**config.mk**
```make
export PLATFORM = sky130hd
export DESIGN_NAME = fpqdw_cell
export DESIGN_NICKNAME = d
export VERILOG_FILES = /design/src/hw/rtl/fpqdw_pkg.sv /design/src/hw/rtl/fpqdw_cell.sv
export SDC_FILE = /design/constraint.sdc
export NUM_CORES = 1
export LEC_CHECK = 0
export BUFFER_PORTS_ARGS = -buffer_cell sky130_fd_sc_hd__clkbuf_2
export CAP_MARGIN = 10
export CORE_AREA = 2 2 184 186
export CTS_BUF_LIST = sky130_fd_sc_hd__clkbuf_4
export DETAILED_ROUTE_END_ITERATION = 12
export DIE_AREA = 0 0 186 188
export GPL_TIMING_DRIVEN = 0
export HOLD_SLACK_MARGIN = 0.03
export PLACE_DENSITY = 0.53
export RECOVER_POWER = 25
export SLEW_MARGIN = 20
export SYNTH_ARGS = -nofsm -noshare
export SYNTH_HDL_FRONTEND = slang
export SYNTH_SLANG_ARGS = --single-unit
```
**constraint.sdc**
```tcl
create_clock -name clk -period 10.44 [get_ports clk]
set_clock_uncertainty 0.2 [all_clocks]
set_input_delay 1.566 -clock clk [delete_from_list [all_inputs] [get_ports clk]]
set_output_delay 1.566 -clock clk [all_outputs]
set_load 0.02 [all_outputs]
```
**src/hw/rtl/fpqdw_pkg.sv**
```systemverilog
// ----------------------------------------------------------------------------
// fpqdw_pkg: shared types and constants
// Holds the item structs, the cell control struct and the sequencer states.
// ----------------------------------------------------------------------------
package fpqdw_pkg;

  localparam int MAX_ENTRIES = 64;
  // One spare cell holds the new packet before a drop brings the count back.
  localparam int NUM_CELLS   = MAX_ENTRIES + 1;
  localparam int CNT_W       = $clog2(NUM_CELLS + 1);
  localparam int BYTES_W     = 25;
  localparam int LIMIT_W     = 24;
  localparam logic [LIMIT_W-1:0] LIMIT_RESET = 24'd65536;

  localparam logic OP_ENQ = 1'b0;
  localparam logic OP_DEQ = 1'b1;

  localparam logic [1:0] OUTC_ENQ   = 2'd0;
  localparam logic [1:0] OUTC_DROP  = 2'd1;
  localparam logic [1:0] OUTC_DEQ   = 2'd2;
  localparam logic [1:0] OUTC_EMPTY = 2'd3;

  typedef struct packed {
    logic        opcode;
    logic [31:0] priority_req;
    logic [15:0] flow_id;
    logic [31:0] seq_number;
    logic [15:0] pkt_bytes;
    logic [15:0] pkt_tag;
  } in_item_t;

  typedef struct packed {
    logic [1:0]  outcome;
    logic [15:0] out_tag;
    logic [15:0] out_flow;
    logic [31:0] out_seq;
    logic [15:0] out_bytes;
  } out_item_t;

  typedef struct packed {
    logic [31:0] prio;
    logic [15:0] flow;
    logic [31:0] seq;
    logic [15:0] bytes;
    logic [15:0] tag;
  } entry_t;

  typedef enum logic [1:0] {
    CELL_HOLD,
    CELL_LOAD,
    CELL_ROTATE,
    CELL_SHIFT
  } cell_cmd_t;

  typedef struct packed {
    cell_cmd_t        cmd;
    logic [CNT_W-1:0] occ;
    logic [CNT_W-1:0] pos;
  } cell_ctrl_t;

  typedef enum logic [1:0] {
    ST_IDLE,
    ST_PRIO,
    ST_SEQ,
    ST_REMOVE
  } state_t;

endpackage

```
**src/hw/rtl/fpqdw_cell.sv**
```systemverilog
// ----------------------------------------------------------------------------
// fpqdw_cell: one slot of the arrival-ordered chain
// Loads a new entry, rotates toward the head, or closes a gap on removal.
// ----------------------------------------------------------------------------
module fpqdw_cell (
  input  logic                        clk,
  input  logic [fpqdw_pkg::CNT_W-1:0] idx,
  input  fpqdw_pkg::cell_ctrl_t       ctrl,
  input  fpqdw_pkg::entry_t           new_entry,
  input  fpqdw_pkg::entry_t           head_entry,
  input  fpqdw_pkg::entry_t           right_entry,
  output fpqdw_pkg::entry_t           entry
);
  import fpqdw_pkg::*;

  entry_t entry_r;
  entry_t entry_nxt;

  always_comb begin
    entry_nxt = entry_r;
    unique case (ctrl.cmd)
      CELL_HOLD: entry_nxt = entry_r;
      CELL_LOAD: begin
        if (idx == ctrl.occ) entry_nxt = new_entry;
      end
      CELL_ROTATE: begin
        // wrap the head back in at the tail of the held entries
        if (idx == ctrl.occ - 1'b1) entry_nxt = head_entry;
        else entry_nxt = right_entry;
      end
      CELL_SHIFT: begin
        if (idx >= ctrl.pos) entry_nxt = right_entry;
      end
      default: entry_nxt = entry_r;
    endcase
  end

  always_ff @(posedge clk) begin
    entry_r <= entry_nxt;
  end

  assign entry = entry_r;

endmodule

```
* Word level (Yosys, flattened, before mapping)
Cells that the tools add are included.
Word-level totals: logic and storage cells 21, input bits 360, flip-flop bits (word level) 112, output and inout port bits 112
Cells by class: add/sub/neg operators 1, bitwise gates (word level) 1, eq/ne operators 7, multiplexer cells 4, reduce and logical (&&, ||, !) cells 2, magnitude comparators 1
Operators with widths (number):
- 112-bit 2-to-1 mux | 3
- 112-bit one-hot mux with 3 select lines | 1
- 7-bit == test | 2
- 7-bit >= comparator | 1
- 7-bit by 1-bit subtractor with 7-bit output (second input constant) | 1
- 2-bit == test (second input constant) | 2
- 2-bit inequality test (second input constant) | 2
- 3-bit AND reduction | 1
- 2-bit by 1-bit == test with 1-bit output (second input constant) | 1
- 2-bit zero test | 1
- 1-bit NOT | 1

* Logic depth before layout (Yosys ltp)
Gate-level depths: netlist (run 1).
word-level depth 4, mapped depth 12, depth with buffers taken out 8

* Worst setup path before layout (run 1)
Ideal clock, no wire load.
kind input port to flip-flop, start point input port ctrl[15] in the netlist's numbering, end point register entry_r, in the netlist entry[0], enable pin, setup slack 1.837 ns, data required time 9.620 ns, stages 5, setup time 0.620 ns, arrival time 7.783 ns, path through clkbuf_1 > clkbuf_1 > buf_2 > nor2_1 > a21oi_1
On the way: word-level cells in the longest chain between the ends 3, elaborated cells on any way between the ends 7, those cells by class 4 x eq/ne; 1 x bitwise; 2 x reduce/logical
RTL lines:
- from (decl) | RTL line fpqdw_cell.sv:8 | input fpqdw_pkg::cell_ctrl_t ctrl,
- 2-bit == test, or another cell as far along | RTL line fpqdw_cell.sv:21 | unique case (ctrl.cmd)
- 2-bit inequality test (no source line) / 1-bit NOT (equally long branches)
- 3-bit AND reduction (no source line) *
- to (signal assigned) | RTL line fpqdw_cell.sv:39 | entry_r <= entry_nxt;
- to (decl) | RTL line fpqdw_cell.sv:16 | entry_t entry_r;
Mark *: on every way between the ends. The rest lies on a longest branch, timed or not. A chain may end at the register's enable or synchronous reset.

* Worst setup path in the final report (run 1)
start point input port ctrl[15] in the netlist's numbering, end point register entry_r, in the netlist entry[2], enable pin
The elaborated chain is that of the path after synthesis.

==> out/results.tsv, run 1 <==
metric	value	unit
Die Ht	188	um
Inst Count DP	1623	
routed len/inst	20.02	um
Hold EP	entry[45]	
Slew Limit Fails	0	
Storage cell area	3363	um2
first-pass GRT wire length	46810	um
Iteration-0 DRC Markers	588	
Final period util	42.27	%
clock tree sinks	112	
setup TNS	0	ps
Residual DRC	0	
Vias per Instance	4.694	
HP Start	head_entry[45]	
number of buffers added on ports	468	
post-synthesis register bit count	112	
Die Wd	186	um
Site Rows	67	
area leader, netlist	edfxtp_1	
CP arrival	4450	ps
Slew HR	34.24	%
CTS buffer count	9	
Distinct cells, synth	42	
post-route insts no fill	1641	
crit path cell chain	clkbuf_1 -> clkbuf_1 -> buf_2 -> nor2_1 -> a21oi_4 -> buf_16 -> buf_16 -> buf_16 -> buf_16	
CTS root buf	clkbuf_4	
Reg clk slew, reported paths	210	ps
core area	33110	um2
Final Instance Area	10230	um2
GP Congestion	0.9130	
buffer and inverter count on the worst path	7	
PwrDens	114.4	nW/um2
WS Path Type	input port to flop	
max reg flops	112	
Die ar.	34970	um2
maxcap violations	0	
Final Setup Violations	0	
post-CTS setup buffers	0	
Final Critical Period	4413	ps
Worst Hold Depth	3	
number of flops mapped to enable cells by yosys	112	
Seq/Total Area, Yosys	47.40	%
top cells by area, synth	edfxtp_1, o221ai_2, nand4_1	
fmax	226.6	MHz
status	finished clean	
share of layout cells above drive strength 1	41.23	%
vias in the first global route	7543	
LEAKAGE	4.500	nW
yosys warns	0	
CTS resizes	0	
dpl hpwl	26360	um
area of the multi-input gates	2892	um2
Pwr Total	0.001171	W
crit path launch type	input port	
syn avg cell area	10.14	um2
Mapped Cells	700	
Max Fanout on Critical Path	21	
total track usage	18.02	%
TritonCTS clock tree	done	
asr flop ratio synth	0	%
largest net degree at the start of global routing	22	
First-pass DRT Iterations	4	
Ports	472	
crit end category	flop	
CTS max path bufs	2	
final net count	1554	
CP delay by family, top	buffers and inverters	
Mapped Area	7096	um2
Post-DRT Antenna Nets	0	
Worst Path Required	10480	ps
Placed Area	10190	um2
Max VDD drop	72.99	uV
area fraction of the dominant cell type after synthesis	47.40	%
Syn Nets	1068	
final hold violation count	0	
GRT Residual Overflow	0	
Starting Density	21.43	%
CTS Hold Bufs	0	
CP max stage delay	800	ps
layout filler cell count	3565	
Worst path slowest cell	clkbuf_1	
most frequent CP cell	buf_16	
RSZ-0062 raised after global routing	false	
via count	7703	
Post-Route WL	32850	um
Layout Utilization	30.91	%
H-tree depth	3	
initial antenna violation count	2	
Worst Hold Class	input port to flop	
worst-margin pin slew	986.4	ps
Top FF cell, synth	edfxtp_1	
synthesis-to-layout area growth	44.24	%
power by group:
part           internal [W]  switching (W)  total [W]
Combinational      0.000128       0.000220   0.000348
Clock             0.0000777       0.000174   0.000251
Sequential         0.000555      0.0000157   0.000571
layer usage:
layer  part of all wire [%]  track usage (%)  vias to the layer above  routed length [um]
li1                       -                -                     3628                   -
met1                     42            24.09                     3656               13950
met2                     49            29.83                      381               15980
met3                    7.1            3.224                       38                2336
met4                    1.8            4.724                        0                 578
met5                      0                0                        -                   0
cell usage after synthesis, types with 3 or more instances:
library cell and number:
clkbuf_1 46, buf_12 5, o21ai_0 9, a21oi_1 8, inv_1 115, xor2_1 3
a31oi_1 7, nand2_1 107, nor2_1 10, o221ai_1 55, ha_1 8, nand4_1 106
edfxtp_1 112, buf_2 11, xnor2_1 5, o221ai_2 50, nand2b_1 3, buf_4 10
worst max-delay path by stage:
stage                      endpoint  slack (ps)     start  cells after the start
after detailed placement  entry[56]        5370  ctrl[15]                      9
after global placement    entry[55]       -2580  ctrl[15]                      5
final                      entry[2]        6030  ctrl[15]                      9
after floorplan            entry[0]        1840  ctrl[15]                      5
after global routing       entry[2]        5830  ctrl[15]                      9
after CTS                  entry[2]        5960  ctrl[15]                      9
stage by stage:
step	hold WS [ps]	setup slack, ps
after floorplan	1591	1837
after global placement	1685	-2579
after detailed placement	1689	5366
after CTS	1088	5961
after global routing	1112	5825
final	1158	6027
logic make-up (layout without fill, tap and decap cells):
logic type	Yosys count	in the layout	share of synthesized area [%]
adder cells (fa/ha/maj)	8	8	1.411
AO/OA/AOI/OAI	143	143	20.95
flip-flops	112	112	47.40
buffers and inverters	189	680	12.03
AND/OR/NAND/NOR	240	240	17.23
other	0	2	0
XOR/XNOR	8	8	0.9875
layout by cell type (no fill, tap or decap), types with 3 or more instances in the layout:
cell type	Yosys	layout
o221ai_2	50	50
nand2_1	107	107
inv_1	115	115
buf_4	10	10
buf_2	11	11
clkbuf_1	46	129
clkbuf_2	0	385
a21oi_1	8	7
nand4_1	106	106
nor2_1	10	10
buf_12	5	5
ha_1	8	8
nand2b_1	3	3
a31oi_1	7	7
o21ai_0	9	9
clkbuf_4	0	10
xnor2_1	5	5
xor2_1	3	3
edfxtp_1	112	112
buf_16	0	6
o221ai_1	55	55
layout make-up:
class	count	area share (%)
Sequential cell	112	32.86
Tap cell	448	5.477
Antenna cell	2	0.04890
Timing Repair Buffer	475	23.62
Clock buffer	10	0.7335
Inverter	115	4.218
Buffer	74	4.132
Clock inverter	6	0.6601
Multi-Input combinational cell	399	28.25
No activity file was read; power rests on OpenSTA's default activity.
==> run 2: changes to the inputs <==
--- a/config.mk
+++ b/config.mk
@@ -13,7 +13,7 @@
 export DIE_AREA = 0 0 186 188
 export GPL_TIMING_DRIVEN = 0
 export HOLD_SLACK_MARGIN = 0.03
-export PLACE_DENSITY = 0.53
+export PLACE_DENSITY = 0.54
 export RECOVER_POWER = 25
 export SLEW_MARGIN = 20
 export SYNTH_ARGS = -nofsm -noshare
==> constraint.sdc (replaced) <==
create_clock -name clk -period 3.8 [get_ports clk]
set_clock_uncertainty 0.2 [all_clocks]
set_input_delay 0.57 -clock clk [delete_from_list [all_inputs] [get_ports clk]]
set_output_delay 0.57 -clock clk [all_outputs]
set_load 0.02 [all_outputs]
==> run 2 against run 1 <==
Sequential share of layout area hardly changed. Critical path type unchanged. Sequential power grew to 2.7 times the previous value. Final area hardly changed. Clock-buffer cell count is 1 higher. Core utilization hardly changed. Setup slack worse by 5500 ps. Die area stayed put.
==> out/results.tsv, run 2 (synthesis gave the netlist of run 1 again) <==
metric	value	unit	change
worst slack, placed	-170.2	ps	-5536 ps
first-pass GRT wire length	47140	um	+0.71%
Final Setup Violations	0		unchanged
post-route insts no fill	1641		unchanged
commonest non-fill, non-tap cell in the layout	clkbuf_2		
Critical Path Sink	entry[63]		
Worst Hold Class	input port to flop		
Vias per Instance	4.759		+1.4%
Iteration-0 DRC Markers	519		-12%
maxcap violations	0		unchanged
Die Ht	188	um	unchanged
Die ar.	34970	um2	unchanged
core area	33110	um2	unchanged
Storage cell area	3363	um2	unchanged
CTS root buf	clkbuf_4		
largest net degree at the start of global routing	22		unchanged
WS Path Type	input port to flop		
First-pass DRT Iterations	5		+1
worst-margin pin slew	1106	ps	+119.8 ps
CTS Hold Bufs	0		unchanged
post-CTS setup buffers	0		unchanged
Post-Route WL	32990	um	+0.42%
PwrDens	311.4	nW/um2	+170%
vias in the first global route	7654		+1.5%
crit end category	flop		
fmax	304.9	MHz	
status	finished clean		
GP Congestion	0.8835		-3.2%
CTS buffer count	9		unchanged
TritonCTS clock tree	done		
RSZ-0062 raised after global routing	false		
Max Fanout on Critical Path	10		-52%
Starting Density	21.43	%	unchanged
area of the multi-input gates	2909	um2	+0.61%
via count	7809		+1.4%
Worst Path Required	3970	ps	-6510 ps
Reg clk slew, reported paths	200	ps	about the same
initial antenna violation count	3		+1
Die Wd	186	um	unchanged
crit path launch type	input port		
CTS resizes	0		unchanged
Final period util	86.30	%	
Site Rows	67		unchanged
synthesis-to-layout area growth	44.19	%	about the same
Max VDD drop	128.1	uV	+76%
Inst Count DP	1622		-0.062%
dpl hpwl	26320	um	-0.15%
Pwr Total	0.003186	W	+170%
Final Critical Period	3279	ps	
Slew Limit Fails	0		unchanged
Ports	472		unchanged
GRT Residual Overflow	0		unchanged
final hold violation count	0		unchanged
routed len/inst	20.10	um	+0.42%
Post-DRT Antenna Nets	0		unchanged
total track usage	18.27	%	+0.24 points
LEAKAGE	4.483	nW	-0.40%
CP arrival	3450	ps	-1000 ps
CP startpoint	ctrl[7]		
CTS max path bufs	2		unchanged
Setup WS post-layout	520.7	ps	-5506 ps
Residual DRC	0		unchanged
clock tree sinks	112		unchanged
most frequent cells in the layout	clkbuf_2, clkbuf_1, inv_1, edfxtp_1, nand2_1		
Layout Utilization	30.90	%	about the same
Slew HR	24.35	%	-9.9 points
final net count	1553		-0.064%
share of layout cells above drive strength 1	41.38	%	+0.15 points
max reg flops	112		unchanged
layout filler cell count	3584		+0.53%
H-tree depth	3		unchanged
number of buffers added on ports	468		unchanged
==> run 2: metal layers <==
layer	share of wire [%]	global-route usage, %	vias up
li1	-	-	3630
met4	2.4	5.633	0
met1	42	23.46	3747
met3	7.2	4.176	58
met2	48	30.28	374
met5	0	0	-
==> run 2: worst max-delay path: stages <==
cell      delay [ps]
buf_4            130
inv_1             50
ha_1             300
xnor2_1          130
nor3_1           190
o211ai_1         130
nor2_1           280
clkbuf_1         830
clkbuf_1         530
nand4_1          160
o221ai_1         140
==> run 2: power by group <==
group          switching (W)  total, W  leakage, nW  internal [W]
sequential         0.0000448   0.00157         1.08       0.00153
clock               0.000449  0.000658       0.0704      0.000208
combinational       0.000605  0.000957         3.34      0.000352
==> run 2: cell type report <==
cell class	count	area share, %
diodes	4	0.09784
plain buffers	74	4.134
clock buffers	11	0.8071
clock inverters	4	0.4525
inverters	115	4.244
multi-input cells	399	28.43
flip-flops and latches	112	32.87
well taps	448	5.479
repair buffers	474	23.48
==> run 2: worst min-delay path by stage <==
stage | startpoint | end | slack [ps] | cells past startpoint
6_report | head_entry[40] | entry[40] | 140 | 3
3_3_place_gp | new_entry[65] | entry[65] | 690 | 3
4_1_cts | new_entry[61] | entry[61] | 60 | 3
3_5_place_dp | head_entry[56] | entry[56] | 710 | 3
5_1_grt | head_entry[107] | entry[107] | 60 | 3
2_1_floorplan | new_entry[37] | entry[37] | 590 | 2
==> run 2: metrics by stage <==
step           hold slack, ps  setup TNS, ps  cell area [um2]
6_report                143.9              0            10230
3_3_place_gp            691.9        -204450            10030
4_1_cts                 62.72              0            10330
5_1_grt                 58.87              0            10230
3_5_place_dp            713.1          -3017            10200
2_1_floorplan           595.0          -6026             7129
==> run 3: changes to the inputs <==
--- a/config.mk
+++ b/config.mk
@@ -8,12 +8,11 @@
 export BUFFER_PORTS_ARGS = -buffer_cell sky130_fd_sc_hd__clkbuf_2
 export CAP_MARGIN = 10
 export CORE_AREA = 2 2 184 186
-export CTS_BUF_LIST = sky130_fd_sc_hd__clkbuf_4
+export CTS_BUF_LIST = sky130_fd_sc_hd__clkbuf_8
 export DETAILED_ROUTE_END_ITERATION = 12
 export DIE_AREA = 0 0 186 188
 export GPL_TIMING_DRIVEN = 0
 export HOLD_SLACK_MARGIN = 0.03
-export PLACE_DENSITY = 0.54
 export RECOVER_POWER = 25
 export SLEW_MARGIN = 20
 export SYNTH_ARGS = -nofsm -noshare
==> run 3 against run 2 <==
Global-route usage decreased by 0.12 points. Hold slack improved by 150 ps. Clock-buffer cell count fell by 2. Largest cell class unchanged. Setup slack worse by 120 ps. First-iteration DRC count increased by 2.3%. Critical endpoint is now entry[108]. Critical path depth did not move.
==> out/results.tsv, run 3 (synthesis gave the netlist of run 1 again) <==
metric	value	unit	change
vias in the first global route	7636		-0.24%
routed len/inst	20.18	um	+0.40%
Die Ht	188	um	unchanged
Worst Path Required	3820	ps	-150 ps
commonest non-fill, non-tap cell in the layout	clkbuf_2		
layout filler cell count	3582		-0.056%
Slew HR	26.86	%	+2.5 points
metal3 WL	2320	um	-2.0%
Final Critical Period	3397	ps	+117.5 ps
share of layout cells above drive strength 1	41.25	%	-0.13 points
Ports	472		unchanged
Vias per Instance	4.750		-0.18%
RSZ-0062 raised after global routing	false		
Pwr Total	0.003208	W	+0.71%
Reg clk slew, reported paths	110	ps	-90 ps
final net count	1553		unchanged
maxcap violations	0		unchanged
Final Setup Violations	0		unchanged
GP Congestion	0.9366		+6.0%
CTS Hold Bufs	0		unchanged
H-tree depth	3		unchanged
Max VDD drop	213.5	uV	+67%
CP arrival	3420	ps	-30 ps
CTS max path bufs	2		unchanged
Slew Limit Fails	0		unchanged
Top Metal Used	met5		
Starting Density	21.43	%	unchanged
setup TNS	0	ps	unchanged
post-CTS setup buffers	0		unchanged
Post-Route WL	33020	um	about the same
Die ar.	34970	um2	unchanged
ant diodes	0		-4
Residual DRC	0		unchanged
total track usage	18.14	%	-0.12 points
core area	33110	um2	unchanged
max reg flops	112		unchanged
crit end category	flop		
crit path launch type	input port		
Post-Route M1 WL	14190	um	+2.5%
CTS buffer count	9		unchanged
fmax	294.4	MHz	-3.5%
Post-DRT Antenna Nets	0		unchanged
worst-margin pin slew	1097	ps	-9.160 ps
LEAKAGE	4.485	nW	about the same
CTS root buf	clkbuf_8		
WS Path Type	input port to flop		
via count	7771		-0.49%
synthesis-to-layout area growth	44.05	%	about the same
Die Wd	186	um	unchanged
first-pass GRT wire length	46800	um	-0.73%
Site Rows	67		unchanged
PwrDens	313.9	nW/um2	+0.81%
largest net degree at the start of global routing	23		+4.5%
initial antenna violation count	3		unchanged
status	finished clean		
most frequent cells in the layout	clkbuf_2, clkbuf_1, inv_1, edfxtp_1, nand2_1		
Worst Hold Class	input port to flop		
clock tree sinks	112		unchanged
Final period util	89.39	%	+3.1 points
GRT Residual Overflow	0		unchanged
Max Fanout on Critical Path	10		unchanged
First-pass DRT Iterations	5		unchanged
number of buffers added on ports	468		unchanged
TritonCTS clock tree	done		
Iteration-0 DRC Markers	531		+2.3%
final hold violation count	0		unchanged
CTS resizes	0		unchanged
dpl hpwl	26640	um	+1.2%
DR WL met2	15740	um	-1.5%
-- run 3: final timing paths --
| path | from | endpoint | slack, ps | cells after the start |
|---|---|---|---|---|
| min | new_entry[92] | entry[92] | 300 | 3 |
| max | ctrl[7] | entry[108] | 400 | 11 |
-- run 3: worst max-delay path: stages --
cell and delay [ps]:
buf_4 130, inv_1 50, ha_1 290, xnor2_1 130, nor3_1 170, o211ai_1 120
nor2_1 310, clkbuf_1 860, clkbuf_1 490, nand4_1 150, o221ai_1 130
-- run 3: where the power goes --
| part | internal, W | switching (W) | total (W) |
|---|---|---|---|
| Sequential | 0.00153 | 0.0000466 | 0.00157 |
| Clock | 0.000229 | 0.000451 | 0.000680 |
| Combinational | 0.000347 | 0.000608 | 0.000955 |
-- run 3: through the flow --
stage          utilization, %  area, um2  instances  setup slack (ps)  hold WS [ps]
2_1_floorplan               -       7129        700            -53.80         595.0
3_3_place_gp            30.30      10030       1616             -1833         689.2
3_5_place_dp            30.72      10170       1622            -131.1         709.0
4_1_cts                 31.18      10320       1636             305.1         250.0
5_1_grt                 30.87      10220       1636             149.5         281.2
6_report                30.87      10220       1636             403.2         295.6
-- run 3: cell type report --
class / instances / area (um2) / share of cell area [%]
multi-input combinational: 399 / 2910 / 28.47
sequential: 112 / 3363 / 32.90
clock buffer: 9 / 123.9 / 1.212
inverter: 115 / 434.2 / 4.248
buffer: 74 / 422.9 / 4.138
timing repair buffer: 474 / 2377 / 23.26
tap: 448 / 560.5 / 5.484
clock inverter: 5 / 28.78 / 0.2816
-- run 3: per-layer routing --
layer / track usage [%] / vias to the layer above
li1: - / 3624
met5: 0 / -
met3: 3.923 / 44
met4: 5.330 / 6
met1: 23.46 / 3725
met2: 30.18 / 372
