$ cat src/hw/rtl/fpqdw_pkg.sv
// ----------------------------------------------------------------------------
// fpqdw_pkg: shared types and constants
// Holds the item structs, the cell control struct and the sequencer states.
// ----------------------------------------------------------------------------
package fpqdw_pkg;

  localparam int MAX_ENTRIES = 64;
  // One spare cell holds the new packet before a drop brings the count back.
  localparam int NUM_CELLS   = MAX_ENTRIES + 1;
  localparam int CNT_W       = $clog2(NUM_CELLS + 1);
  localparam int BYTES_W     = 25;
  localparam int LIMIT_W     = 24;
  localparam logic [LIMIT_W-1:0] LIMIT_RESET = 24'd65536;

  localparam logic OP_ENQ = 1'b0;
  localparam logic OP_DEQ = 1'b1;

  localparam logic [1:0] OUTC_ENQ   = 2'd0;
  localparam logic [1:0] OUTC_DROP  = 2'd1;
  localparam logic [1:0] OUTC_DEQ   = 2'd2;
  localparam logic [1:0] OUTC_EMPTY = 2'd3;

  typedef struct packed {
    logic        opcode;
    logic [31:0] priority_req;
    logic [15:0] flow_id;
    logic [31:0] seq_number;
    logic [15:0] pkt_bytes;
    logic [15:0] pkt_tag;
  } in_item_t;

  typedef struct packed {
    logic [1:0]  outcome;
    logic [15:0] out_tag;
    logic [15:0] out_flow;
    logic [31:0] out_seq;
    logic [15:0] out_bytes;
  } out_item_t;

  typedef struct packed {
    logic [31:0] prio;
    logic [15:0] flow;
    logic [31:0] seq;
    logic [15:0] bytes;
    logic [15:0] tag;
  } entry_t;

  typedef enum logic [1:0] {
    CELL_HOLD,
    CELL_LOAD,
    CELL_ROTATE,
    CELL_SHIFT
  } cell_cmd_t;

  typedef struct packed {
    cell_cmd_t        cmd;
    logic [CNT_W-1:0] occ;
    logic [CNT_W-1:0] pos;
  } cell_ctrl_t;

  typedef enum logic [1:0] {
    ST_IDLE,
    ST_PRIO,
    ST_SEQ,
    ST_REMOVE
  } state_t;

endpackage

$ cat src/hw/rtl/fpqdw_ctrl.sv
// ----------------------------------------------------------------------------
// fpqdw_ctrl: sequencer, victim search and result register
// Scans the head of the rotating chain for the best or worst entry.
// ----------------------------------------------------------------------------
module fpqdw_ctrl (
  input  logic                  clk,
  input  logic                  rst_n,
  input  logic                  in_valid,
  output logic                  in_ready,
  input  fpqdw_pkg::in_item_t   in_data,
  output logic                  out_valid,
  input  logic                  out_ready,
  output fpqdw_pkg::out_item_t  out_data,
  input  logic                  cfg_valid,
  output logic                  cfg_ready,
  input  logic [23:0]           cfg_data,
  input  fpqdw_pkg::entry_t     head_entry,
  output fpqdw_pkg::entry_t     new_entry,
  output fpqdw_pkg::cell_ctrl_t cell_ctrl
);
  import fpqdw_pkg::*;

  state_t             state_r, state_nxt;
  logic [CNT_W-1:0]   occ_r, occ_nxt;
  logic [BYTES_W-1:0] bytes_r, bytes_nxt;
  logic [LIMIT_W-1:0] limit_r;
  logic [CNT_W-1:0]   cnt_r, cnt_nxt;
  logic [CNT_W-1:0]   k_r, k_nxt;
  logic               worst_r, worst_nxt;
  entry_t             best_r, best_nxt;
  logic               out_valid_r, out_valid_nxt;
  out_item_t          out_r, out_nxt;

  logic               in_fire;
  logic               out_free;
  logic [BYTES_W-1:0] sum_bytes;
  logic               take_prio;
  logic               take_seq;
  logic               last_step;

  assign out_free  = !out_valid_r || out_ready;
  assign in_ready  = (state_r == ST_IDLE) && out_free;
  assign in_fire   = in_valid && in_ready;
  assign cfg_ready = 1'b1;
  assign out_valid = out_valid_r;
  assign out_data  = out_r;
  assign sum_bytes = bytes_r + BYTES_W'(in_data.pkt_bytes);
  assign last_step = (cnt_r == occ_r - 1'b1);

  assign new_entry = '{prio: in_data.priority_req, flow: in_data.flow_id,
                       seq: in_data.seq_number, bytes: in_data.pkt_bytes,
                       tag: in_data.pkt_tag};

  assign take_prio = worst_r ? (head_entry.prio >= best_r.prio)
                             : (head_entry.prio <= best_r.prio);
  assign take_seq  = (head_entry.flow == best_r.flow) &&
                     (worst_r ? (head_entry.seq >= best_r.seq)
                              : (head_entry.seq <= best_r.seq));

  // next state
  always_comb begin
    state_nxt = state_r;
    unique case (state_r)
      ST_IDLE: begin
        if (in_fire) begin
          if (in_data.opcode == OP_ENQ) begin
            if ((sum_bytes > BYTES_W'(limit_r)) || (occ_r == CNT_W'(MAX_ENTRIES)))
              state_nxt = ST_PRIO;
          end else if (occ_r != '0) begin
            state_nxt = ST_PRIO;
          end
        end
      end
      ST_PRIO:   if (last_step) state_nxt = ST_SEQ;
      ST_SEQ:    if (last_step) state_nxt = ST_REMOVE;
      ST_REMOVE: if (out_free) state_nxt = ST_IDLE;
      default:   state_nxt = ST_IDLE;
    endcase
  end

  // datapath and outputs
  always_comb begin
    occ_nxt       = occ_r;
    bytes_nxt     = bytes_r;
    cnt_nxt       = cnt_r;
    k_nxt         = k_r;
    worst_nxt     = worst_r;
    best_nxt      = best_r;
    out_valid_nxt = out_valid_r && !out_ready;
    out_nxt       = out_r;
    cell_ctrl     = '{cmd: CELL_HOLD, occ: occ_r, pos: k_r};
    unique case (state_r)
      ST_IDLE: begin
        cnt_nxt = '0;
        if (in_fire) begin
          if (in_data.opcode == OP_ENQ) begin
            cell_ctrl.cmd = CELL_LOAD;
            occ_nxt       = occ_r + 1'b1;
            bytes_nxt     = sum_bytes;
            worst_nxt     = 1'b1;
            if (!((sum_bytes > BYTES_W'(limit_r)) || (occ_r == CNT_W'(MAX_ENTRIES)))) begin
              out_valid_nxt = 1'b1;
              out_nxt       = '{outcome: OUTC_ENQ, default: '0};
            end
          end else begin
            worst_nxt = 1'b0;
            if (occ_r == '0) begin
              out_valid_nxt = 1'b1;
              out_nxt       = '{outcome: OUTC_EMPTY, default: '0};
            end
          end
        end
      end
      ST_PRIO: begin
        cell_ctrl.cmd = CELL_ROTATE;
        if (cnt_r == '0 || take_prio) begin
          best_nxt = head_entry;
          k_nxt    = cnt_r;
        end
        cnt_nxt = last_step ? '0 : cnt_r + 1'b1;
      end
      ST_SEQ: begin
        cell_ctrl.cmd = CELL_ROTATE;
        if (take_seq) begin
          best_nxt = head_entry;
          k_nxt    = cnt_r;
        end
        cnt_nxt = cnt_r + 1'b1;
      end
      ST_REMOVE: begin
        if (out_free) begin
          cell_ctrl.cmd = CELL_SHIFT;
          occ_nxt       = occ_r - 1'b1;
          bytes_nxt     = bytes_r - BYTES_W'(best_r.bytes);
          out_valid_nxt = 1'b1;
          out_nxt       = '{outcome: worst_r ? OUTC_DROP : OUTC_DEQ,
                            out_tag: best_r.tag, out_flow: best_r.flow,
                            out_seq: best_r.seq, out_bytes: best_r.bytes};
        end
      end
      default: ;
    endcase
  end

  always_ff @(posedge clk) begin
    if (!rst_n) begin
      state_r     <= ST_IDLE;
      occ_r       <= '0;
      bytes_r     <= '0;
      limit_r     <= LIMIT_RESET;
      out_valid_r <= 1'b0;
      cnt_r       <= '0;
    end else begin
      state_r     <= state_nxt;
      occ_r       <= occ_nxt;
      bytes_r     <= bytes_nxt;
      out_valid_r <= out_valid_nxt;
      cnt_r       <= cnt_nxt;
      if (cfg_valid && cfg_ready) limit_r <= cfg_data;
    end
  end

  always_ff @(posedge clk) begin
    k_r     <= k_nxt;
    worst_r <= worst_nxt;
    best_r  <= best_nxt;
    out_r   <= out_nxt;
  end

endmodule

$ cat config.mk
export PLATFORM = sky130hd
export DESIGN_NAME = fpqdw_ctrl
export DESIGN_NICKNAME = d
export VERILOG_FILES = /design/src/hw/rtl/fpqdw_pkg.sv /design/src/hw/rtl/fpqdw_ctrl.sv
export SDC_FILE = /design/constraint.sdc
export NUM_CORES = 1
export LEC_CHECK = 0
export BUFFER_PORTS_ARGS = -buffer_cell sky130_fd_sc_hd__buf_2
export CAP_MARGIN = 10
export CORE_MARGIN = 4
export CORE_UTILIZATION = 50
export CTS_BUF_LIST = sky130_fd_sc_hd__clkbuf_4
export DETAILED_ROUTE_END_ITERATION = 10
export GPL_TIMING_DRIVEN = 0
export PLACE_DENSITY = 0.78
export SETUP_SLACK_MARGIN = 0.2
export SYNTH_ARGS = -nofsm -noshare
export SYNTH_HDL_FRONTEND = slang
export SYNTH_SLANG_ARGS = --single-unit
$ cat constraint.sdc
create_clock -name clk -period 7.69 [get_ports clk]
set_input_delay 0.769 -clock clk [delete_from_list [all_inputs] [get_ports clk]]
set_output_delay 0.769 -clock clk [all_outputs]
set_load 0.005 [all_outputs]
After elaboration in Yosys (flattened, before gate mapping)
Index checks and enable logic that the tools add are counted.
Widths: inputs -> output; s select.
{"block": "totals", "regBits": 268, "latchBits": 0, "mem_bits_rw": 0, "rom_bits": 0, "out_inout_bits": 213, "word_cells": 111, "memories": 0}
{"block": "classes", "add_sub_neg": 5, "mul": 0, "div_mod_pow": 0, "magnitude_cmp": 5, "n_eq_ne": 17, "shift": 0, "muxes": 44, "n_bitwise": 0, "reduce_logical": 22}
{"operator": "$mux 82", "n": 5}
{"operator": "$mux 112", "n": 2}
{"operator": "$pmux 112 s2", "n": 1}
{"operator": "$pmux 82 s2", "n": 1}
{"operator": "$mux 25", "n": 3}
{"operator": "$ge 32x32->1", "n": 2}
{"operator": "$le 32x32->1", "n": 2}
{"operator": "$pmux 25 s2", "n": 1}
{"operator": "$mux 7", "n": 6}
{"operator": "$pmux 7 s2", "n": 2}
{"operator": "$add 25x16->25", "n": 1}
{"operator": "$gt 25x24->1", "n": 1}
{"operator": "$sub 25x16->25", "n": 1}
{"operator": "$pmux 7 s3", "n": 1}
{"operator": "$mux 2", "n": 9}
{"operator": "$eq 16x16->1", "n": 1}
{"operator": "$add 7x1->7 const B", "n": 2}
{"operator": "$logic_not 7->1", "n": 2}
{"operator": "$ne 2x2->1 const B", "n": 7}
{"operator": "$mux 1", "n": 10}
{"operator": "$ne 3x2->1 const B", "n": 3}
{"operator": "$pmux 2 s4", "n": 1}
{"operator": "$eq 7x7->1", "n": 1}
{"operator": "$eq 7x7->1 const B", "n": 1}
{"operator": "19 further kinds", "n": 27}

Longest topological paths before layout
Gate-level depths: netlist of the first run.
{"block": "depth", "ltp_word": 7, "mapped_depth": 18}

Worst setup path before layout of the first run
Ideal clock, no wire load.
{"block": "synth_timing", "path_type": "input port to flip-flop", "from": "input in_data[16] in the netlist's numbering", "to": "register out_r, in the netlist out_data[0] (enable)", "setup_ns": 0.450, "t_arrival_ns": 5.982, "t_required_ns": 7.240, "slack_ns": 1.258, "stages": 18, "path_buffers": 0, "cell_sequence": "ha_1 inv_1 fa_1 nand2b_1 a211o_1 a211o_1 a211oi_2 nand4_1 xnor2_1 ha_1 nand4_1 nor4_1 a21oi_1 a21o_1 o31ai_1 a21oi_1 nor3_1 o21ba_1"}
{"block": "synth_via", "elab_chain_len": 5}
{"element": "from (decl)", "line_no": "fpqdw_ctrl.sv:10", "rtl": "input fpqdw_pkg::in_item_t in_data,"}
{"element": "$add 25x16->25", "line_no": "fpqdw_ctrl.sv:47", "rtl": "assign sum_bytes = bytes_r + BYTES_W'(in_data.pkt_bytes);"}
{"element": "$gt 25x24->1", "line_no": "fpqdw_ctrl.sv:101", "rtl": "if (!((sum_bytes > BYTES_W'(limit_r)) || (occ_r == CNT_W'(MAX_ENTRIES)))) begin"}
{"element": "$logic_or 1x1->1", "line_no": "fpqdw_ctrl.sv:101"}
{"element": "$ne 3x3->1 (no source line)"}
{"element": "$reduce_and 5->1 (no source line)"}
{"element": "to (signal assigned)", "line_no": "fpqdw_ctrl.sv:167", "rtl": "out_r <= out_nxt;"}
{"element": "to (decl)", "line_no": "fpqdw_ctrl.sv:32", "rtl": "out_item_t out_r, out_nxt;"}
No other way between the ends.
A chain may end at the register's enable or synchronous reset.

Worst setup path after layout of the first run
{"block": "layout_timing", "from": "register bytes_r[0]", "to": "register out_r, in the netlist out_data[49] (enable)"}
{"block": "layout_via", "elab_chain_len": 5}
{"element": "from (decl)", "line_no": "fpqdw_ctrl.sv:25", "rtl": "logic [BYTES_W-1:0] bytes_r, bytes_nxt;"}
{"element": "from (signal assigned)", "line_no": "fpqdw_ctrl.sv:156", "rtl": "bytes_r <= bytes_nxt;"}
{"element": "$add 25x16->25", "line_no": "fpqdw_ctrl.sv:47"}
{"element": "$gt 25x24->1", "line_no": "fpqdw_ctrl.sv:101"}
{"element": "$logic_or 1x1->1", "line_no": "fpqdw_ctrl.sv:101"}
{"element": "$ne 3x3->1 (no source line)"}
{"element": "$reduce_and 5->1 (no source line)"}
No other way between the ends.

==> results of run 1 <==
cell type report:
class,instances,area (µm²),area share
diodes,6,15.0,0.000823
plain buffers,152,996,0.0546
clock buffers,109,818,0.0449
clock inverters,19,121,0.00666
inverters,131,492,0.0270
multi-input cells,827,6040,0.331
flip-flops and latches,268,7390,0.405
well taps,384,480,0.0264
repair buffers,369,1880,0.103
path summary, 6_finish.rpt:
check | from | endpoint | depth (start not counted)
setup / recovery | bytes_r[0] | out_data[49] | 19
hold / removal | head_entry[30] | best_r[30] | 1
setup reg to reg | bytes_r[0] | out_data[49] | 19
hold reg to reg | cnt_r[2] | k_r[2] | 0
worst max-delay path, delay by kind of cell (launching register included):
family / cells / cell delay, ns
AO/OA/AOI/OAI: 8 / 2.34
XOR/XNOR: 1 / 0.16
adder cells (fa/ha/maj): 3 / 0.88
buffers and inverters: 2 / 0.39
flip-flops: 1 / 0.37
AND/OR/NAND/NOR: 5 / 1.23
layer usage:
layer,up-vias,routed length (µm),global-route usage
met2,482,19500,0.400
met4,4,1260,0.0862
met5,-,21,0
met3,99,2890,0.0557
li1,5689,-,-
met1,5446,15800,0.280
report_power, final:
group,internal (mW),switching (mW),leakage [nW]
clock,0.686,0.618,0.556
sequential,2.17,0.184,2.47
combinational,0.927,1.44,5.36
total,3.79,2.24,8.39
synth_stat cells, types with 3 or more instances:
library cell,instances
a211o_1,4
dfxtp_1,66
o211ai_1,9
xnor2_1,51
nor2_1,87
o31ai_1,8
nor3_1,11
nand4_1,26
nand2b_1,12
nand3_1,31
a221oi_1,4
xor2_1,22
nor3b_1,3
edfxtp_1,202
o21a_1,9
a21boi_0,3
a31oi_1,7
nand3b_1,4
o21ai_1,3
or3_1,4
clkbuf_1,35
a21oi_1,68
ha_1,129
or2_2,3
mux2i_1,39
nor4_1,6
and4_1,3
buf_4,113
nand2_1,54
and2_1,85
nand4b_1,4
inv_1,130
o21bai_1,6
and3_1,7
a21o_1,23
o21ai_0,45
a211oi_1,8
buf_1,3
o22a_1,3
a2111oi_0,4
nor2b_1,7
kinds of logic after synthesis:
kind of cell / Yosys count
and+or+nand+nor: 351
buffers and inverters: 283
DFF: 268
AOI/OAI and AO/OA: 232
adders and majority gates: 131
xor gates and xnor gates: 73
muxes: 39
other: 1
through the flow:
step                TNS [ns]  instance area, µm²   util  total power, mW
floorplan                  0               14900      -             3.88
global placement      -51.06               17200  0.593             4.68
detailed placement         0               17300  0.596             4.74
CTS                        0               18200  0.628             6.06
global route               0               18200  0.628             6.46
finish                     0               18200  0.628             6.02
sequential cells by signal, summed over array words and instances, names as in the netlist, 2 cells and up:
| name | count |
|---|---|
| bytes_r | 25 |
| out_data | 82 |
| occ_r | 7 |
| best_r | 112 |
| state_r | 2 |
| k_r | 7 |
| limit_r | 24 |
| cnt_r | 7 |
==> flow_summary_export.csv, run 1 <==
group,metric,value,unit
run_status,status,"finished clean",
detailed_routing,dr.pass1.iters,5,
cts,ctsRootBufferMaster,"clkbuf_4",
worst_setup_path,cp-end-kind,"flop",
synth,synth_compound_area_frac,0.101,
detailed_routing,drt-initial-drc-count,618,
sta,fin_crit,5.73,ns
detailed_routing,via_per_inst,5.17,
worst_setup_path,crit_fanout,43,
place,io_buffers,367,
cts,clockBufferDepth,3,
synth,synth_area,14900,µm²
synth,synth_edf_count,202,
synth,syn_nets,1763,
synth,synth_top_family_by_area,"simple AND/OR/NAND/NOR gates",
sta,post-route-period-util,0.746,
synth,synth-seq-cells,268,
synth,yosysUniqueCellTypes,69,
place,gp_congestion,0.930,
power,p_leak,8.39,nW
cts,cts_sinks,268,
synth,yosysSeqAreaShare,0.496,
synth,netlist_instances,1378,
detailed_routing,vias,11720,
power,p_per_area,330,nW/µm²
cts,cts_hold_buf,0,
global_routing,antenna_found_initial,8,
synth,synth-xor-area-share,0.0429,
synth,synth_ff_type,"edfxtp_1",
place,place_inst,2131,
floorplan,core_area,29000,µm²
global_routing,grt_pass1_wl,60.9,mm
final_layout,drive_gt1_frac,0.326,
detailed_routing,ant_nets,0,
cts,post_cts_buffers,0,
sta,whs,0.233,ns
place,hpwl,30.5,mm
floorplan,io_pins,467,
sta,finalMaxSlewViolations,0,
cts,cts_tree,"built",
detailed_routing,drc,0,
sta,fin_ws,1.96,ns
sta,rsz0062_at_grt,"no",
global_routing,grt_pass1_vias,11942,
floorplan,rows,62,
detailed_routing,wire_per_inst,17.4,µm
final_layout,final_common_cell,"buf_2",
synth,synth-async-reset-ratio,0,
final_layout,nets,2208,
cts,insertion_delay,0.72,ns
synth,synth_top_area_share,0.407,
cts,cts-resized-gates,0,
floorplan,die_x,181,µm
sta,tightest_slew,0.818,ns
synth,synthSimpleGateAreaFrac,0.123,
sta,fin_skew,0.0701,ns
synth,yosys.area_share.adder,0.111,
cts,cts_max_level,3,
synth,synth_area_leaders,"edfxtp_1 41%, ha_1 11%, dfxtp_1 8.9%",
synth,synth.area.mux_share,0.0262,
worst_setup_path,max_stage_delay,0.63,ns
sta,relSlewSlack,0.455,
floorplan,dieArea,32600,µm²
worst_setup_path,critPathArrivalTime,6.10,ns
global_routing,grtUsageTotal,0.231,
final_layout,area_growth,22.4,%
cts,clk_pin_slew,0.07,ns
final_layout,finalNonFillerCells,2265,
power,max-vdd-ir-drop,0.170,mV
sta,fmax,174,MHz
final_layout,final_cell_mix,"368 x buf_2, 202 x edfxtp_1, 130 x inv_1",
worst_setup_path,path_cells,"ha_1 -> inv_1 -> fa_1 -> nand2b_1 -> a211o_1 -> a211o_1 -> a211oi_2 -> nand4_1 -> xnor2_1 -> ha_1 -> nand4_1 -> nor4_1 -> a21oi_1 -> a21o_1 -> o31ai_1 -> a21oi_1 -> nor3_1 -> o21ba_4 -> buf_12",
worst_setup_path,crit_slowest_cell,"o21ba_4",
synth,synth_warnings,0,
detailed_routing,wirelength,39.5,mm
synth,syn_area_per_cell,10.8,µm²
min_path,hold_class,"input pin to flop",
final_layout,fillers,2397,
floorplan,initial_core_util,0.513,
synth,yosys.area.top_type,"edfxtp_1",
worst_setup_path,reg2reg_slack,1.96,ns
global_routing,grt_max_degree,72,
sta,setup-violations-final,0,
sta,hold_viol,0,
worst_setup_path,required,8.05,ns
global_routing,grt_overflow,0,
worst_setup_path,worst-setup-path-type,"flop to flop",
worst_setup_path,start_kind,"flop",
floorplan,fp.dieH,181,µm
flow_run,drv_cap,0,
place,place_ws,1.46,ns
cts,cts_buffers,74,
(Power assumes the default switching activity.)
==> run 2, diff against run 1 <==
==> constraint.sdc (replaced) <==
create_clock -name clk -period 5.3 [get_ports clk]
set_input_delay 0.53 -clock clk [delete_from_list [all_inputs] [get_ports clk]]
set_output_delay 0.53 -clock clk [all_outputs]
set_load 0.005 [all_outputs]
==> run 2 against run 1 <==
Compared with the run above:
- utilization rose by 2.9 points
- first-iteration DRC count is 21% higher
- routed wire length rose by 5.7%
- clock skew is 0.010 ns lower
- worst setup slack worse by 1.6 ns
- worst hold slack worse by 0.17 ns
- critical path depth is the same
- power up 50%
- sequential power increased by 45%
- largest cell class unchanged
- flip-flop and latch count stayed put
- final cell count rose by 3.2%
==> flow_summary_export.csv, run 2 (same netlist as run 1, synthesis figures left out) <==
group,metric,value,unit
detailed_routing,via_per_inst,5.31,
global_routing,grtUsageTotal,0.241,
worst_setup_path,critPathArrivalTime,5.34,ns
final_layout,largest_reg_flops,112,
worst_setup_path,start_kind,"flop",
floorplan,rows,62,
global_routing,grt_pass1_wl,63.5,mm
sta,rsz0062_at_grt,"no",
worst_setup_path,r2r-end,"out_data[66]",
place,gp_congestion,0.929,
sta,setup-violations-final,0,
sta,tns,0,ns
sta,fmax,201,MHz
floorplan,io_pins,467,
cts,clk_pin_slew,0.07,ns
floorplan,core_area,29000,µm²
global_routing,antenna_found_initial,5,
final_layout,finalNonFillerCells,2338,
final_layout,fin_area,19100,µm²
floorplan,dieArea,32600,µm²
worst_setup_path,reg2reg_slack,0.33,ns
cts,cts_sinks,268,
cts,insertion_delay,0.70,ns
detailed_routing,drc,0,
global_routing,grt_pass1_vias,12578,
worst_setup_path,worst-setup-path-type,"flop to flop",
worst_setup_path,crit_fanout,27,
sta,fin_skew,0.0601,ns
worst_setup_path,r2r_start,"bytes_r[0]",
floorplan,initial_core_util,0.513,
place,io_buffers,367,
final_layout,area_growth,28.1,%
final_layout,final_cell_mix,"368 x buf_2, 202 x edfxtp_1, 130 x inv_1",
sta,hold_viol,0,
sta,relSlewSlack,0.431,
worst_setup_path,r2r_cells,19,
final_layout,drive_gt1_frac,0.322,
place,placed_area,17300,µm²
power,p_leak,8.75,nW
final_layout,postLayoutCoreUtil,0.658,
place,hpwl,30.5,mm
cts,cts_max_level,3,
run_status,status,"finished clean",
sta,fin_ws,0.332,ns
min_path,hold_class,"input pin to flop",
power,p_per_area,473,nW/µm²
global_routing,grt_max_degree,56,
flow_run,drv_cap,0,
cts,cts_buffers,75,
detailed_routing,wire_per_inst,17.8,µm
sta,fin_crit,4.97,ns
sta,finalMaxSlewViolations,0,
min_path,min_to,"best_r[87]",
detailed_routing,ant_nets,0,
worst_setup_path,required,5.67,ns
min_path,holdPathStages,1,
place,place_inst,2132,
final_layout,regMostFlops,"best_r",
cts,ctsRootBufferMaster,"clkbuf_4",
min_path,hp-start,"head_entry[87]",
place,place_ws,-0.558,ns
cts,cts_tree,"built",
detailed_routing,dr.pass1.iters,5,
floorplan,die_x,181,µm
global_routing,grt_overflow,0,
final_layout,nets,2287,
final_layout,fillers,2240,
detailed_routing,wirelength,41.7,mm
sta,tightest_slew,0.854,ns
sta,whs,0.0651,ns
floorplan,fp.dieH,181,µm
cts,clockBufferDepth,3,
power,max-vdd-ir-drop,0.274,mV
power,p_total,9.02,mW
worst_setup_path,cp-end-kind,"flop",
final_layout,final_common_cell,"buf_2",
detailed_routing,drt-initial-drc-count,749,
detailed_routing,vias,12407,
sta,post-route-period-util,0.937,
==> run 2: changes by cell type in the layout (fill, tap and decap cells not counted), sizes merged <==
cell and change:
clkinv -5, inv +1, dlygate4sd3 +68, clkinvlp +1, buf +8, diode -1, o21ba +1
==> run 2: what timing repair did <==
item	in CTS	in global routing
hold buffers	67	1
cloned	1	1
pin swaps	1	3
hold endpoints to repair	67	1
endpoints found under the setup margin	82	82
setup buffers	2	5
gates resized for setup	4	7
==> run 2: layer usage <==
metal  GRT usage  vias to the layer above  part of all wire
met3      0.0478                      123             0.075
met2       0.428                      582              0.50
met5           0                        -           0.00017
met1       0.286                     5844              0.39
met4      0.0998                        2             0.036
li1            -                     5856                 -
==> run 2: worst max-delay path by stage <==
stage                      from           end  slack [ns]  depth (start not counted)
floorplan           in_data[16]   out_data[0]        0.32                         18
global placement    in_data[16]  out_data[74]       -0.83                         19
detailed placement  in_data[16]  out_data[74]       -0.56                         20
CTS                  bytes_r[0]  out_data[54]        0.22                         19
global route         bytes_r[0]  out_data[31]        0.13                         19
finish               bytes_r[0]  out_data[66]        0.33                         19
==> run 2: worst max-delay path, stage by stage (launching register included) <==
cell       delay (ns)
dfxtp_1          0.35
ha_1             0.22
inv_1            0.07
fa_1             0.39
nand2b_1         0.19
a211o_1          0.31
a211o_2          0.39
a211oi_4         0.39
nand4_1          0.16
xnor2_1          0.16
ha_1             0.30
nand4_1          0.24
nor4_4           0.26
a21oi_1          0.11
a21o_1           0.19
o31ai_4          0.08
a21oi_1          0.14
nor3_2           0.24
o21ba_4          0.25
clkbuf_16        0.25
==> run 2: where the power goes <==
group	internal, mW	switching [mW]
combinational	1.52	2.19
sequential	3.15	0.281
clock	0.989	0.891
==> run 2: layout make-up <==
cell class,instances,area (µm²),area share
diodes,5,12.5,0.000656
clock buffers,108,811,0.0425
repair buffers,446,2680,0.140
flip-flops and latches,268,7390,0.387
inverters,131,492,0.0258
well taps,384,480,0.0252
clock inverters,16,118,0.00617
plain buffers,152,996,0.0522
multi-input cells,828,6100,0.320
==> run 3, diff against run 2 <==
--- a/config.mk
+++ b/config.mk
@@ -12,7 +12,7 @@
 export CTS_BUF_LIST = sky130_fd_sc_hd__clkbuf_4
 export DETAILED_ROUTE_END_ITERATION = 10
 export GPL_TIMING_DRIVEN = 0
-export PLACE_DENSITY = 0.78
+export PLACE_DENSITY = 0.77
 export SETUP_SLACK_MARGIN = 0.2
 export SYNTH_ARGS = -nofsm -noshare
 export SYNTH_HDL_FRONTEND = slang
==> run 3 against run 2 <==
Compared with the run above:
- maximum frequency up 1.3%
- non-clock buffer count decreased by 9
- sequential share of layout area is 0.14 points higher
- combinational power is 5.7% higher
- count of clock-buffer cells in the layout is 5 lower
- critical endpoint is now out_data[28]
==> flow_summary_export.csv, run 3 (same netlist as run 1, synthesis figures left out) <==
group,metric,value,unit
run_status,status,"finished clean",
power,p_per_area,481,nW/µm²
detailed_routing,drc,0,
min_path,holdPathStages,1,
detailed_routing,wirelength,41.9,mm
final_layout,largest_reg_flops,112,
final_layout,nets,2277,
floorplan,io_pins,467,
cts,clk_pin_slew,0.07,ns
cts,insertion_delay,0.69,ns
sta,finalMaxSlewViolations,0,
final_layout,fillers,2267,
global_routing,grt_pass1_wl,64.1,mm
global_routing,grt_max_degree,51,
global_routing,grtUsageTotal,0.243,
sta,fmax,204,MHz
worst_setup_path,cp.buffers_inverters,3,
sta,fin_crit,4.91,ns
power,p_leak,8.71,nW
floorplan,rows,62,
floorplan,die_x,181,µm
power,p_total,9.13,mW
min_path,hp-start,"head_entry[2]",
min_path,hold_class,"input pin to flop",
worst_setup_path,crit_fanout,12,
sta,setup-violations-final,0,
global_routing,grt_overflow,0,
worst_setup_path,crit_slowest_cell,"fa_1",
cts,cts_max_level,3,
place,gp_congestion,0.916,
sta,tightest_slew,0.806,ns
worst_setup_path,required,5.66,ns
place,io_buffers,367,
worst_setup_path,worst-setup-path-type,"flop to flop",
sta,hold_viol,0,
detailed_routing,dr.pass1.iters,7,
detailed_routing,via_per_inst,5.28,
floorplan,core_area,29000,µm²
floorplan,dieArea,32600,µm²
final_layout,area_growth,27.6,%
detailed_routing,drt-initial-drc-count,797,
power,max-vdd-ir-drop,0.249,mV
worst_setup_path,path_cells,"ha_1 -> inv_1 -> fa_1 -> nand2b_1 -> a211o_1 -> a211o_2 -> a211oi_4 -> nand4_1 -> xnor2_1 -> ha_1 -> nand4_1 -> nor4_4 -> a21oi_1 -> a21o_1 -> o31ai_4 -> a21oi_2 -> nor3_2 -> o21ba_4 -> buf_12 -> buf_6",
final_layout,final_common_cell,"buf_2",
floorplan,fp.dieH,181,µm
sta,post-route-period-util,0.926,
worst_setup_path,max_stage_delay,0.39,ns
final_layout,postLayoutCoreUtil,0.655,
worst_setup_path,crit_start,"bytes_r[0]",
worst_setup_path,cpLargestDelayFamily,"compound AO/OA/AOI/OAI gates",
cts,cts_tree,"built",
place,hpwl,30.2,mm
worst_setup_path,critPathArrivalTime,5.26,ns
flow_run,drv_cap,0,
worst_setup_path,start_kind,"flop",
final_layout,regMostFlops,"best_r",
detailed_routing,ant_nets,0,
worst_setup_path,cp-end-kind,"flop",
detailed_routing,wire_per_inst,18.0,µm
worst_setup_path,r2r_cells,20,
global_routing,grt_pass1_vias,12592,
cts,ctsRootBufferMaster,"clkbuf_4",
detailed_routing,vias,12302,
worst_setup_path,worst-path-stages,20,
sta,fin_skew,0.0679,ns
global_routing,antenna_found_initial,7,
sta,relSlewSlack,0.463,
final_layout,drive_gt1_frac,0.324,
cts,cts_buffers,74,
worst_setup_path,r2r_start,"bytes_r[0]",
final_layout,final_cell_mix,"368 x buf_2, 202 x edfxtp_1, 130 x inv_1",
cts,cts_sinks,268,
floorplan,initial_core_util,0.513,
cts,clockBufferDepth,3,
sta,rsz0062_at_grt,"no",
-- run 3: cell count changes in the layout (fill, tap and decap cells not counted), sizes merged --
cell	delta
inv	-2
clkbuf	-4
clkinv	+7
dlygate4sd3	-14
buf	+4
bufinv	-1
diode	+2
-- run 3: power by group --
part / total (mW) / switching [mW] / internal, mW
Clock: 1.78 / 0.883 / 0.901
Sequential: 3.43 / 0.283 / 3.15
Combinational: 3.92 / 2.26 / 1.66
-- run 3: layout make-up --
cell class | instances | area, µm² | share of cell area
Antenna cell | 7 | 17.5 | 0.000922
Buffer | 152 | 996 | 0.0524
Sequential cell | 268 | 7390 | 0.389
Clock inverter | 20 | 104 | 0.00546
Clock buffer | 103 | 773 | 0.0407
Inverter | 131 | 492 | 0.0259
Tap cell | 384 | 480 | 0.0253
Timing Repair Buffer | 437 | 2650 | 0.140
Multi-Input combinational cell | 828 | 6100 | 0.321
-- run 3: what timing repair did --
item                       4_1_cts  5_1_grt
pin swaps                        1        4
hold buffers                    54        0
setup endpoints to repair       82       82
cloned                           1        5
hold endpoints to repair        54        0
buffers inserted                 5        3
gates resized for setup          6        8
-- run 3: per-stage QoR --
step | setup WS (ns) | setup TNS, ns | cells | hold WS, ns | cell area (µm²)
after floorplan | 0.320 | 0 | 1378 | 0.406 | 14900
after global placement | -0.912 | -77.35 | 2129 | 0.426 | 17200
after detailed placement | -0.659 | -43.53 | 2132 | 0.412 | 17300
after CTS | 0.199 | 0 | 2315 | 0.000742 | 18800
after global routing | 0.181 | 0 | 2329 | 0.0167 | 19000
final | 0.395 | 0 | 2330 | 0.0674 | 19000
-- run 3: layer usage --
layer	share of wire	GRT usage	routed length, µm
met4	0.035	0.103	1470
met1	0.41	0.312	17100
met3	0.082	0.0499	3430
met2	0.47	0.400	19800
met5	0.00019	0	8
-- run 3: worst register-to-register path, cell delays in order, from the launching register on --
cell	delay, ns
dfxtp_1	0.36
ha_1	0.21
inv_1	0.07
fa_1	0.39
nand2b_1	0.19
a211o_1	0.31
a211o_2	0.39
a211oi_4	0.36
nand4_1	0.16
xnor2_1	0.16
ha_1	0.29
nand4_1	0.23
nor4_4	0.27
a21oi_1	0.12
a21o_1	0.20
o31ai_4	0.09
a21oi_2	0.11
nor3_2	0.18
o21ba_4	0.20
buf_12	0.14
buf_6	0.19
-- run 3: worst paths after layout --
check	end	slack [ns]
setup / recovery	out_data[28]	0.39
hold / removal	best_r[2]	0.07
setup reg to reg	out_data[28]	0.39
hold reg to reg	k_r[2]	0.44
